[config.mk]
export PLATFORM = sky130hd
export DESIGN_NAME = radix_digit_emitter
export DESIGN_NICKNAME = d
export VERILOG_FILES = /design/src/sv/rde_pkg.sv /design/src/sv/radix_digit_emitter.sv
export SDC_FILE = /design/constraint.sdc
export NUM_CORES = 1
export LEC_CHECK = 0
export BUFFER_PORTS_ARGS = -buffer_cell sky130_fd_sc_hd__buf_2
export CORE_MARGIN = 5
export CORE_UTILIZATION = 54
export CTS_BUF_LIST = sky130_fd_sc_hd__clkbuf_8
export DETAILED_ROUTE_END_ITERATION = 6
export HOLD_SLACK_MARGIN = 0.03
export PLACE_DENSITY = 0.75
export SLEW_MARGIN = 40
export SYNTH_ARGS = -nofsm -noshare
export SYNTH_HDL_FRONTEND = slang
export SYNTH_SLANG_ARGS = --single-unit
[constraint.sdc]
create_clock -name i_clk -period 3.15 [get_ports i_clk]
set_input_delay 0.63 -clock i_clk [delete_from_list [all_inputs] [get_ports i_clk]]
set_output_delay 0.63 -clock i_clk [all_outputs]
set_load 0.02 [all_outputs]
[src/sv/rde_pkg.sv]
// ----------------------------------------------------------------------------
// rde_pkg: shared constants and a function for the radix digit emitter
// Field widths, parameter defaults, radix limits and the digit to ASCII map.
// ----------------------------------------------------------------------------
`default_nettype none

package rde_pkg;

    localparam int VALUE_W = 32;
    localparam int RADIX_W = 6;
    localparam int CHAR_W  = 7;
    localparam int DIGIT_W = 5;

    localparam int VALUE_BITS_DEFAULT = 32;
    localparam int MAX_DIGITS_DEFAULT = 32;

    localparam logic [RADIX_W-1:0] RADIX_MIN = 6'd2;
    localparam logic [RADIX_W-1:0] RADIX_MAX = 6'd32;

    localparam logic [CHAR_W-1:0]  CHAR_ZERO       = 7'h30;
    localparam logic [CHAR_W-1:0]  CHAR_ALPHA_BASE = 7'h57;
    localparam logic [DIGIT_W-1:0] DIGIT_TEN       = 5'd10;

    function automatic logic [CHAR_W-1:0] digit_char(input logic [DIGIT_W-1:0] d);
        logic [CHAR_W-1:0] c;
        if (d < DIGIT_TEN) begin
            c = CHAR_ZERO + {2'b00, d};
        end else begin
            c = CHAR_ALPHA_BASE + {2'b00, d};
        end
        return c;
    endfunction

endpackage

`default_nettype wire

[src/sv/radix_digit_emitter.sv]
// ----------------------------------------------------------------------------
// radix_digit_emitter: unsigned integer to ASCII digits in radix 2 to 32
// Serial restoring divider under a small sequencer, digit store, output reg.
// ----------------------------------------------------------------------------
// Usage:
//   Input request (i_valid/o_ready) carries i_value and i_radix. The block
//   takes one request at a time; o_ready is high only while idle.
//   Output requests (o_valid/i_ready) carry one ASCII digit each, most
//   significant first, with o_last on the final digit. A radix outside 2..32
//   gives a single request with o_error and o_last set and o_ascii_char 0;
//   a value of zero gives the single digit '0'.
//   Each digit takes a full pass of the one-bit-per-cycle divider over all
//   VALUE_BITS quotient bits; every digit is divided out into the store
//   before the first is output, then each digit is read from the store and
//   then presented in the output register.
//   Reset returns the sequencer to idle and drops any request in flight; the
//   digit store keeps stale contents, which are always rewritten before use.
//   A stalled receiver holds the current digit in the output register and
//   the sequencer waits.
// ----------------------------------------------------------------------------
`default_nettype none

module radix_digit_emitter #(
    parameter int VALUE_BITS = rde_pkg::VALUE_BITS_DEFAULT,
    parameter int MAX_DIGITS = rde_pkg::MAX_DIGITS_DEFAULT
) (
    input  wire logic                        i_clk,
    input  wire logic                        i_rst_n,
    input  wire logic                        i_valid,
    output logic                             o_ready,
    input  wire logic [rde_pkg::VALUE_W-1:0] i_value,
    input  wire logic [rde_pkg::RADIX_W-1:0] i_radix,
    output logic                             o_valid,
    input  wire logic                        i_ready,
    output logic [rde_pkg::CHAR_W-1:0]       o_ascii_char,
    output logic                             o_last,
    output logic                             o_error
);
    import rde_pkg::*;

    localparam int IDX_W = $clog2(MAX_DIGITS);
    localparam int BIT_W = $clog2(VALUE_BITS);

    typedef enum logic [3:0] {
        S_IDLE = 4'b0001,
        S_DIV  = 4'b0010,
        S_RD   = 4'b0100,
        S_OUT  = 4'b1000
    } t_state;

    t_state                r_state, n_state;
    logic [VALUE_BITS-1:0] r_quot, n_quot;
    logic [DIGIT_W-1:0]    r_rem, n_rem;
    logic [RADIX_W-1:0]    r_radix, n_radix;
    logic [BIT_W-1:0]      r_bit, n_bit;
    logic [IDX_W-1:0]      r_idx, n_idx;
    logic                  r_last, n_last;
    logic                  r_err, n_err;
    logic [DIGIT_W-1:0]    r_digit;
    logic [DIGIT_W-1:0]    r_digit_store [MAX_DIGITS];

    logic                  w_in_acc;
    logic                  w_out_acc;
    logic                  w_radix_bad;
    logic [VALUE_BITS-1:0] w_value;
    logic [RADIX_W-1:0]    w_trial;
    logic                  w_ge;
    logic [RADIX_W-1:0]    w_diff;
    logic [DIGIT_W-1:0]    w_rem_new;
    logic [VALUE_BITS-1:0] w_quot_new;
    logic                  w_wr_en;

    assign o_ready      = (r_state == S_IDLE);
    assign o_valid      = (r_state == S_OUT);
    assign o_last       = r_last;
    assign o_error      = r_err;
    assign o_ascii_char = r_err ? '0 : digit_char(r_digit);

    assign w_in_acc    = i_valid && o_ready;
    assign w_out_acc   = o_valid && i_ready;
    assign w_radix_bad = (i_radix < RADIX_MIN) || (i_radix > RADIX_MAX);
    assign w_value     = VALUE_BITS'(i_value);

    // shared divider step: one quotient bit per cycle
    assign w_trial    = {r_rem, r_quot[VALUE_BITS-1]};
    assign w_ge       = (w_trial >= r_radix);
    assign w_diff     = w_ge ? (w_trial - r_radix) : w_trial;
    assign w_rem_new  = w_diff[DIGIT_W-1:0];
    assign w_quot_new = {r_quot[VALUE_BITS-2:0], w_ge};
    assign w_wr_en    = (r_state == S_DIV) && (r_bit == '0);

    always_comb begin
        n_state = r_state;
        n_quot  = r_quot;
        n_rem   = r_rem;
        n_radix = r_radix;
        n_bit   = r_bit;
        n_idx   = r_idx;
        n_last  = r_last;
        n_err   = r_err;
        case (r_state)
            S_IDLE: begin
                if (w_in_acc) begin
                    n_radix = i_radix;
                    n_quot  = w_value;
                    n_rem   = '0;
                    n_bit   = BIT_W'(VALUE_BITS - 1);
                    n_idx   = '0;
                    n_err   = w_radix_bad;
                    n_last  = 1'b1;
                    if (w_radix_bad || (w_value == '0)) begin
                        n_state = S_OUT;
                    end else begin
                        n_state = S_DIV;
                    end
                end
            end
            S_DIV: begin
                n_quot = w_quot_new;
                n_rem  = w_rem_new;
                n_bit  = r_bit - 1'b1;
                if (r_bit == '0) begin
                    n_rem = '0;
                    n_bit = BIT_W'(VALUE_BITS - 1);
                    if ((w_quot_new == '0) || (r_idx == IDX_W'(MAX_DIGITS - 1))) begin
                        n_state = S_RD;
                    end else begin
                        n_idx = r_idx + 1'b1;
                    end
                end
            end
            S_RD: begin
                n_last  = (r_idx == '0);
                n_state = S_OUT;
            end
            S_OUT: begin
                if (w_out_acc) begin
                    if (r_last) begin
                        n_state = S_IDLE;
                    end else begin
                        n_idx   = r_idx - 1'b1;
                        n_state = S_RD;
                    end
                end
            end
            default: begin
                n_state = S_IDLE;
            end
        endcase
    end

    always_ff @(posedge i_clk) begin
        if (!i_rst_n) begin
            r_state <= S_IDLE;
            r_last  <= 1'b0;
            r_err   <= 1'b0;
        end else begin
            r_state <= n_state;
            r_last  <= n_last;
            r_err   <= n_err;
        end
    end

    always_ff @(posedge i_clk) begin
        r_quot  <= n_quot;
        r_rem   <= n_rem;
        r_radix <= n_radix;
        r_bit   <= n_bit;
        r_idx   <= n_idx;
    end

    // digit store: low digit first, read back in reverse
    always_ff @(posedge i_clk) begin
        if (w_wr_en) begin
            r_digit_store[r_idx] <= w_rem_new;
        end
        if (r_state == S_RD) begin
            r_digit <= r_digit_store[r_idx];
        end else if (w_in_acc) begin
            r_digit <= '0;
        end
    end

    a_no_accept_while_busy: assert property (@(posedge i_clk) disable iff (!i_rst_n)
        o_valid |-> !o_ready)
        else $error("input accepted while a digit is pending");

    a_error_single: assert property (@(posedge i_clk) disable iff (!i_rst_n)
        (o_valid && o_error) |-> (o_last && (o_ascii_char == '0)))
        else $error("error request not a single null character");

    a_div_radix_ok: assert property (@(posedge i_clk) disable iff (!i_rst_n)
        (r_state == S_DIV) |-> ((r_radix >= RADIX_MIN) && (r_radix <= RADIX_MAX)))
        else $error("divider running with a bad radix");

    a_next_digit: assert property (@(posedge i_clk) disable iff (!i_rst_n)
        (w_out_acc && !o_last) |=> (r_state == S_RD))
        else $error("sequencer did not advance to the next digit");

    a_last_idle: assert property (@(posedge i_clk) disable iff (!i_rst_n)
        (w_out_acc && o_last) |=> o_ready)
        else $error("sequencer did not return to idle after last digit");

endmodule

`default_nettype wire

* After elaboration in Yosys (flattened, before gate mapping) *
Memories as Yosys holds them, arrays and structs flattened. A register that Yosys moved wholly into a read port is not among the register bits.
Cells that the tools add are included.

word-level totals
  register bits = 64
  bits in latches = 0
  RAM bits = 160
  memory bits (read-only) = 0
  input port bits = 42
  output and inout port bits = 11
  word-level logic and storage cells = 79
  memories = 1

memories
  memory         words  bits a word  rd ports  clocked after memory_dff  write ports  line                       text
  r_digit_store  32     5            1         1                         1            radix_digit_emitter.sv:60  logic [DIGIT_W-1:0] r_digit_store [MAX_DIGITS];

operators by class
  add/subtract/negate cells = 6
  multipliers = 0
  div/mod/pow operators = 0
  magnitude comparators = 4
  equality and inequality tests = 11
  shift operators = 0
  multiplexer cells = 29
  bitwise gates (word level) = 0
  reduce and logical (&&, ||, !) cells = 19

operator list
  operator                                                     count
  zero test 32 bit                                             2
  one-hot mux 32 bit (2 select lines)                          1
  2-to-1 mux 5 bit                                             11
  2-to-1 mux 32 bit                                            1
  2-to-1 mux 4 bit                                             5
  one-hot mux 5 bit (2 select lines)                           2
  one-hot mux 4 bit (4 select lines)                           1
  one-hot mux 5 bit (3 select lines)                           1
  2-to-1 mux 7 bit                                             2
  zero test 5 bit                                              2
  subtractor 5 x 1 -> 5 bit (second input constant)            2
  inequality test 2 x 1 -> 1 bit (second input constant)       4
  adder 6 x 5 -> 7 bit (first input constant)                  1
  adder 7 x 5 -> 7 bit (first input constant)                  1
  greater-or-equal comparator 6 bit                            1
  greater-than comparator 6 bit (second input constant)        1
  less-than comparator 6 x 2 -> 1 bit (second input constant)  1
  AND reduction 2 bit                                          3
  AND reduction 6 bit                                          1
  nonzero test 2 bit                                           3
  adder 5 x 1 -> 5 bit (second input constant)                 1
  == test 5 bit (second input constant)                        1
  less-than comparator 5 x 4 -> 1 bit (second input constant)  1
  subtractor 5 bit                                             1
  other kinds (12)                                             19

* Depth between registers and ports, before layout *
  word-level depth = 7
  gate-level depth with buffers = 10
  gate-level depth less buffers = 10

* Worst setup path after synthesis *
Ideal clock, no wire load.

  kind = register to register
  from = reg r_quot[31]
  to = mem r_digit_store[0][4] (data pin)
  library setup time = 460 ps
  arrival = 2703 ps
  required time = 2690 ps
  path slack = -13 ps
  cell stages (with the launch flop) = 8
  buffers on the path = 1
  clock period less this slack = 3163 ps
  path through = edfxtp_1 > inv_1 > ha_1 > fa_1 > a21oi_1 > a2111oi_1 > buf_2 > o21ai_0

on the way
  longest elaborated chain between the ends = 2
  elaborated cells between the ends (all ways) = 3
  those cells by class = 1 x add/sub; 1 x order compare; 1 x mux

RTL lines
  what                                                                   line                                                  text
  from (decl)                                                            radix_digit_emitter.sv:52                             logic [VALUE_BITS-1:0] r_quot, n_quot;
  from (signal assigned)                                                 radix_digit_emitter.sv:165                            r_quot <= n_quot;
  subtractor 5 bit or greater-or-equal comparator 6 bit (tied branches)  radix_digit_emitter.sv:87, radix_digit_emitter.sv:86
  2-to-1 mux 5 bit *                                                     radix_digit_emitter.sv:87                             assign w_diff = w_ge ? (w_trial - r_radix) : w_trial;
  net w_diff[4]                                                          radix_digit_emitter.sv:68                             logic [RADIX_W-1:0] w_diff;
  to (decl)                                                              radix_digit_emitter.sv:60

The timed path passes the listed nets; every way through them passes the cells marked *.

* Worst setup path in the final report *
  from = reg r_bit[1]
  to = mem r_digit_store[21][0], enable pin

on the way
  longest elaborated chain between the ends = 4

RTL lines
  what                                    line                        text
  from (decl)                             radix_digit_emitter.sv:55   logic [BIT_W-1:0] r_bit, n_bit;
  from (signal assigned)                  radix_digit_emitter.sv:168  r_bit <= n_bit;
  zero test 5 bit                         radix_digit_emitter.sv:90   assign w_wr_en = (r_state == S_DIV) && (r_bit == '0);
  logical AND 1 bit                       radix_digit_emitter.sv:90
  2-to-1 mux 1 bit                        radix_digit_emitter.sv:174  if (w_wr_en) begin
  2-to-1 mux 1 bit (not written as such)  radix_digit_emitter.sv:175  r_digit_store[r_idx] <= w_rem_new;

Every way passes these cells.

==> impl_results.md <==
* Final setup vio count at 0
* GP Congestion at 0.8664
* Unrepaired setup endpoints after global routing: false
* GR Overflow Total at 0
* Wire length per cell at 21.12 µm
* Largest net degree at the start of global routing at 41
* HP Class: in -> reg
* Seq/Total Area, Yosys at 0.6853
* Final core utilization at 0.6235
* DRC at 0
* Achievable frequency at 353.1 MHz
* PwrDens at 945.7 mW/mm²
* First-pass GRT wire length at 32350 µm
* Worst-skew pair later-pin latency at 0.52 ns
* Layout cell share with drive strength beyond 1 at 0.2345
* Post-synth EDFFs at 218
* Cell area after layout at 0.01120 mm²
* Most frequent cells in the layout: 218 x edfxtp_1, 119 x nand2_1, 55 x nor2_1
* Slew HR at 0.4903
* Starting Density at 0.5496
* P_leak at 3.960 nW
* Final ANT Viol Nets at 0
* CTS root buf: clkbuf_8
* Critical path endpoint category: flop
* Post-CTS Hold Buffers at 0
* DR vias at 5729
* Max-cap violations at 0
* Routed wire length at 20510 µm
* Antenna violations before repair at 0
* Storage element area at 0.006768 mm²
* Fillers at 1320
* CP max FO at 8
* Row count at 49
* Die W at 145.2 µm
* Diode count at 0
* CP Class: reg -> reg
* Main synth FF type: edfxtp_1
* Post-Syn Area at 0.009873 mm²
* Area occupied by multi-input gates at 0.002924 mm²
* Post-synth cell types at 50
* Number of nets in the layout at 770
* Area grow syn2layout at 13.43%
* Share of flip-flops with an asynchronous set or reset at 0
* Resized cells post-CTS at 0
* CP startpoint kind: flop
* # clock sinks at 229
* Synthesized flop and latch total at 229
* Synthesized Nets at 692
* Critical Path AT at 2.97 ns
* H-tree depth at 2
* Max Slew Vio Count at 0
* CTS clk-pin slew, worst paths at 0.06 ns
* Post-DP HPWL at 13760 µm
* Final min period at 2.832 ns
* Drt initial violations at 399
* Pre-Repair DR Iteration Count at 6
* Vias per Instance at 5.900
* Fin crit share at 0.8990
* Cells after Synth at 637
* Number of port buffers at 52
* Post-CTS Setup Inserts at 0
* Hold violation total from the final report at 0
* GRT Overall Usage at 0.1949
* Worst VDD drop at 0.5582 mV
* Req. time, crit path at 3.29 ns
* Commonest non-fill, non-tap cell in the layout: edfxtp_1
* Clk_skew at 0.02397 ns
* Status: completed
* Die area at 0.02109 mm²
* Worst-margin pin slew at 0.7540 ns
* Core Area at 0.01796 mm²
* Cts bufs inserted at 36
* I/O pins at 53
* Height of the die at 145.2 µm
* Synth warn at 0
* Syn Area/Cell at 15.50 µm²
* Placed Area at 0.01042 mm²
* CTS tree: built
* Vias in the first global route at 5972
* Clk buf depth at 3
report_power, final:
part	switching, W	total, W	internal (W)
clock network	0.00113	0.00266	0.00153
logic	0.00196	0.00312	0.00116
registers	0.000376	0.00481	0.00444
total	0.00347	0.0106	0.00712
cells by family (layout without fill, tap and decap cells):
logic type	after synthesis	in the layout	synth area share
simple gates	231	231	0.1065
flops	229	229	0.6853
mux	58	58	0.1270
compound gates	52	52	0.03434
buf+inv	45	150	0.02091
fa+ha+maj	13	13	0.01800
xor+xnor	9	9	0.007983
Yosys cell counts (4+ instances only):
| master | n | area share |
|---|---|---|
| clkbuf_1 | 13 | 0.0049 |
| o21ai_0 | 14 | 0.0071 |
| xnor2_1 | 4 | 0.0035 |
| edfxtp_1 | 218 | 0.66 |
| dfxtp_1 | 11 | 0.022 |
| mux4_2 | 39 | 0.089 |
| xor2_1 | 5 | 0.0044 |
| and2_1 | 7 | 0.0044 |
| ha_1 | 11 | 0.014 |
| nand3b_1 | 7 | 0.0053 |
| inv_1 | 20 | 0.0076 |
| a22o_1 | 5 | 0.0044 |
| buf_1 | 4 | 0.0015 |
| nand2_1 | 119 | 0.045 |
| mux4_1 | 11 | 0.029 |
| a21oi_1 | 16 | 0.0081 |
| nor2_1 | 55 | 0.021 |
| nand3_1 | 4 | 0.0020 |
| nor4_1 | 16 | 0.010 |
| mux2_2 | 5 | 0.0057 |
| a21o_1 | 5 | 0.0038 |
flip-flops by register name (all words and copies together), names as in the netlist, 4 cells and up, named ones only:
register,count
r_bit,5
r_digit,5
r_digit_store,160
r_idx,5
r_quot,32
r_radix,6
r_rem,5
r_state,4
path summary, 6_finish.rpt:
check | cells past startpoint | end | slack (ns) | from
hold reg to reg | 2 | r_quot[3] | 0.54 | r_quot[2]
setup / recovery | 6 | r_digit_store[21][0] | 0.32 | r_bit[1]
hold / removal | 1 | r_radix[3] | 0.30 | i_radix[3]
setup reg to reg | 6 | r_digit_store[21][0] | 0.32 | r_bit[1]
per-stage QoR:
| stage | power [W] | setup slack [ns] | setup TNS, ns | hold WS [ns] | cells |
|---|---|---|---|---|---|
| after floorplan | 0.006854 | -0.01327 | -0.8769 | 0.5101 | 637 |
| after global placement | 0.007892 | 0.4772 | 0 | 0.5217 | 906 |
| after detailed placement | 0.008025 | 0.3694 | 0 | 0.5297 | 906 |
| after CTS | 0.01070 | 0.3186 | 0 | 0.2709 | 971 |
| after global routing | 0.01115 | 0.1738 | 0 | 0.2586 | 971 |
| final | 0.01059 | 0.3181 | 0 | 0.3009 | 971 |
cell type report:
cell class,count,area share
inverter,20,0.006703
clock inverter,24,0.01888
timing repair buffer,65,0.03307
multi-input combinational,363,0.2611
clock buffer,41,0.05039
sequential,229,0.6043
tap,229,0.02558
worst max-delay path, stage by stage, from the launching register on:
cell and delay, ns:
edfxtp_1 0.40, inv_1 0.10, ha_1 0.19, or4b_1 0.51, nor2_1 0.23, nand3b_1 0.48
nor2_1 0.55
metal layers:
layer  vias up  share of wire  global-route usage
li1       2608              -                   -
met1      2866           0.40              0.2580
met2       233           0.50              0.3266
met3        22          0.081             0.05394
met4         0          0.012             0.04338
met5         -              0                   0
No activity file was read; power rests on OpenSTA's default activity.
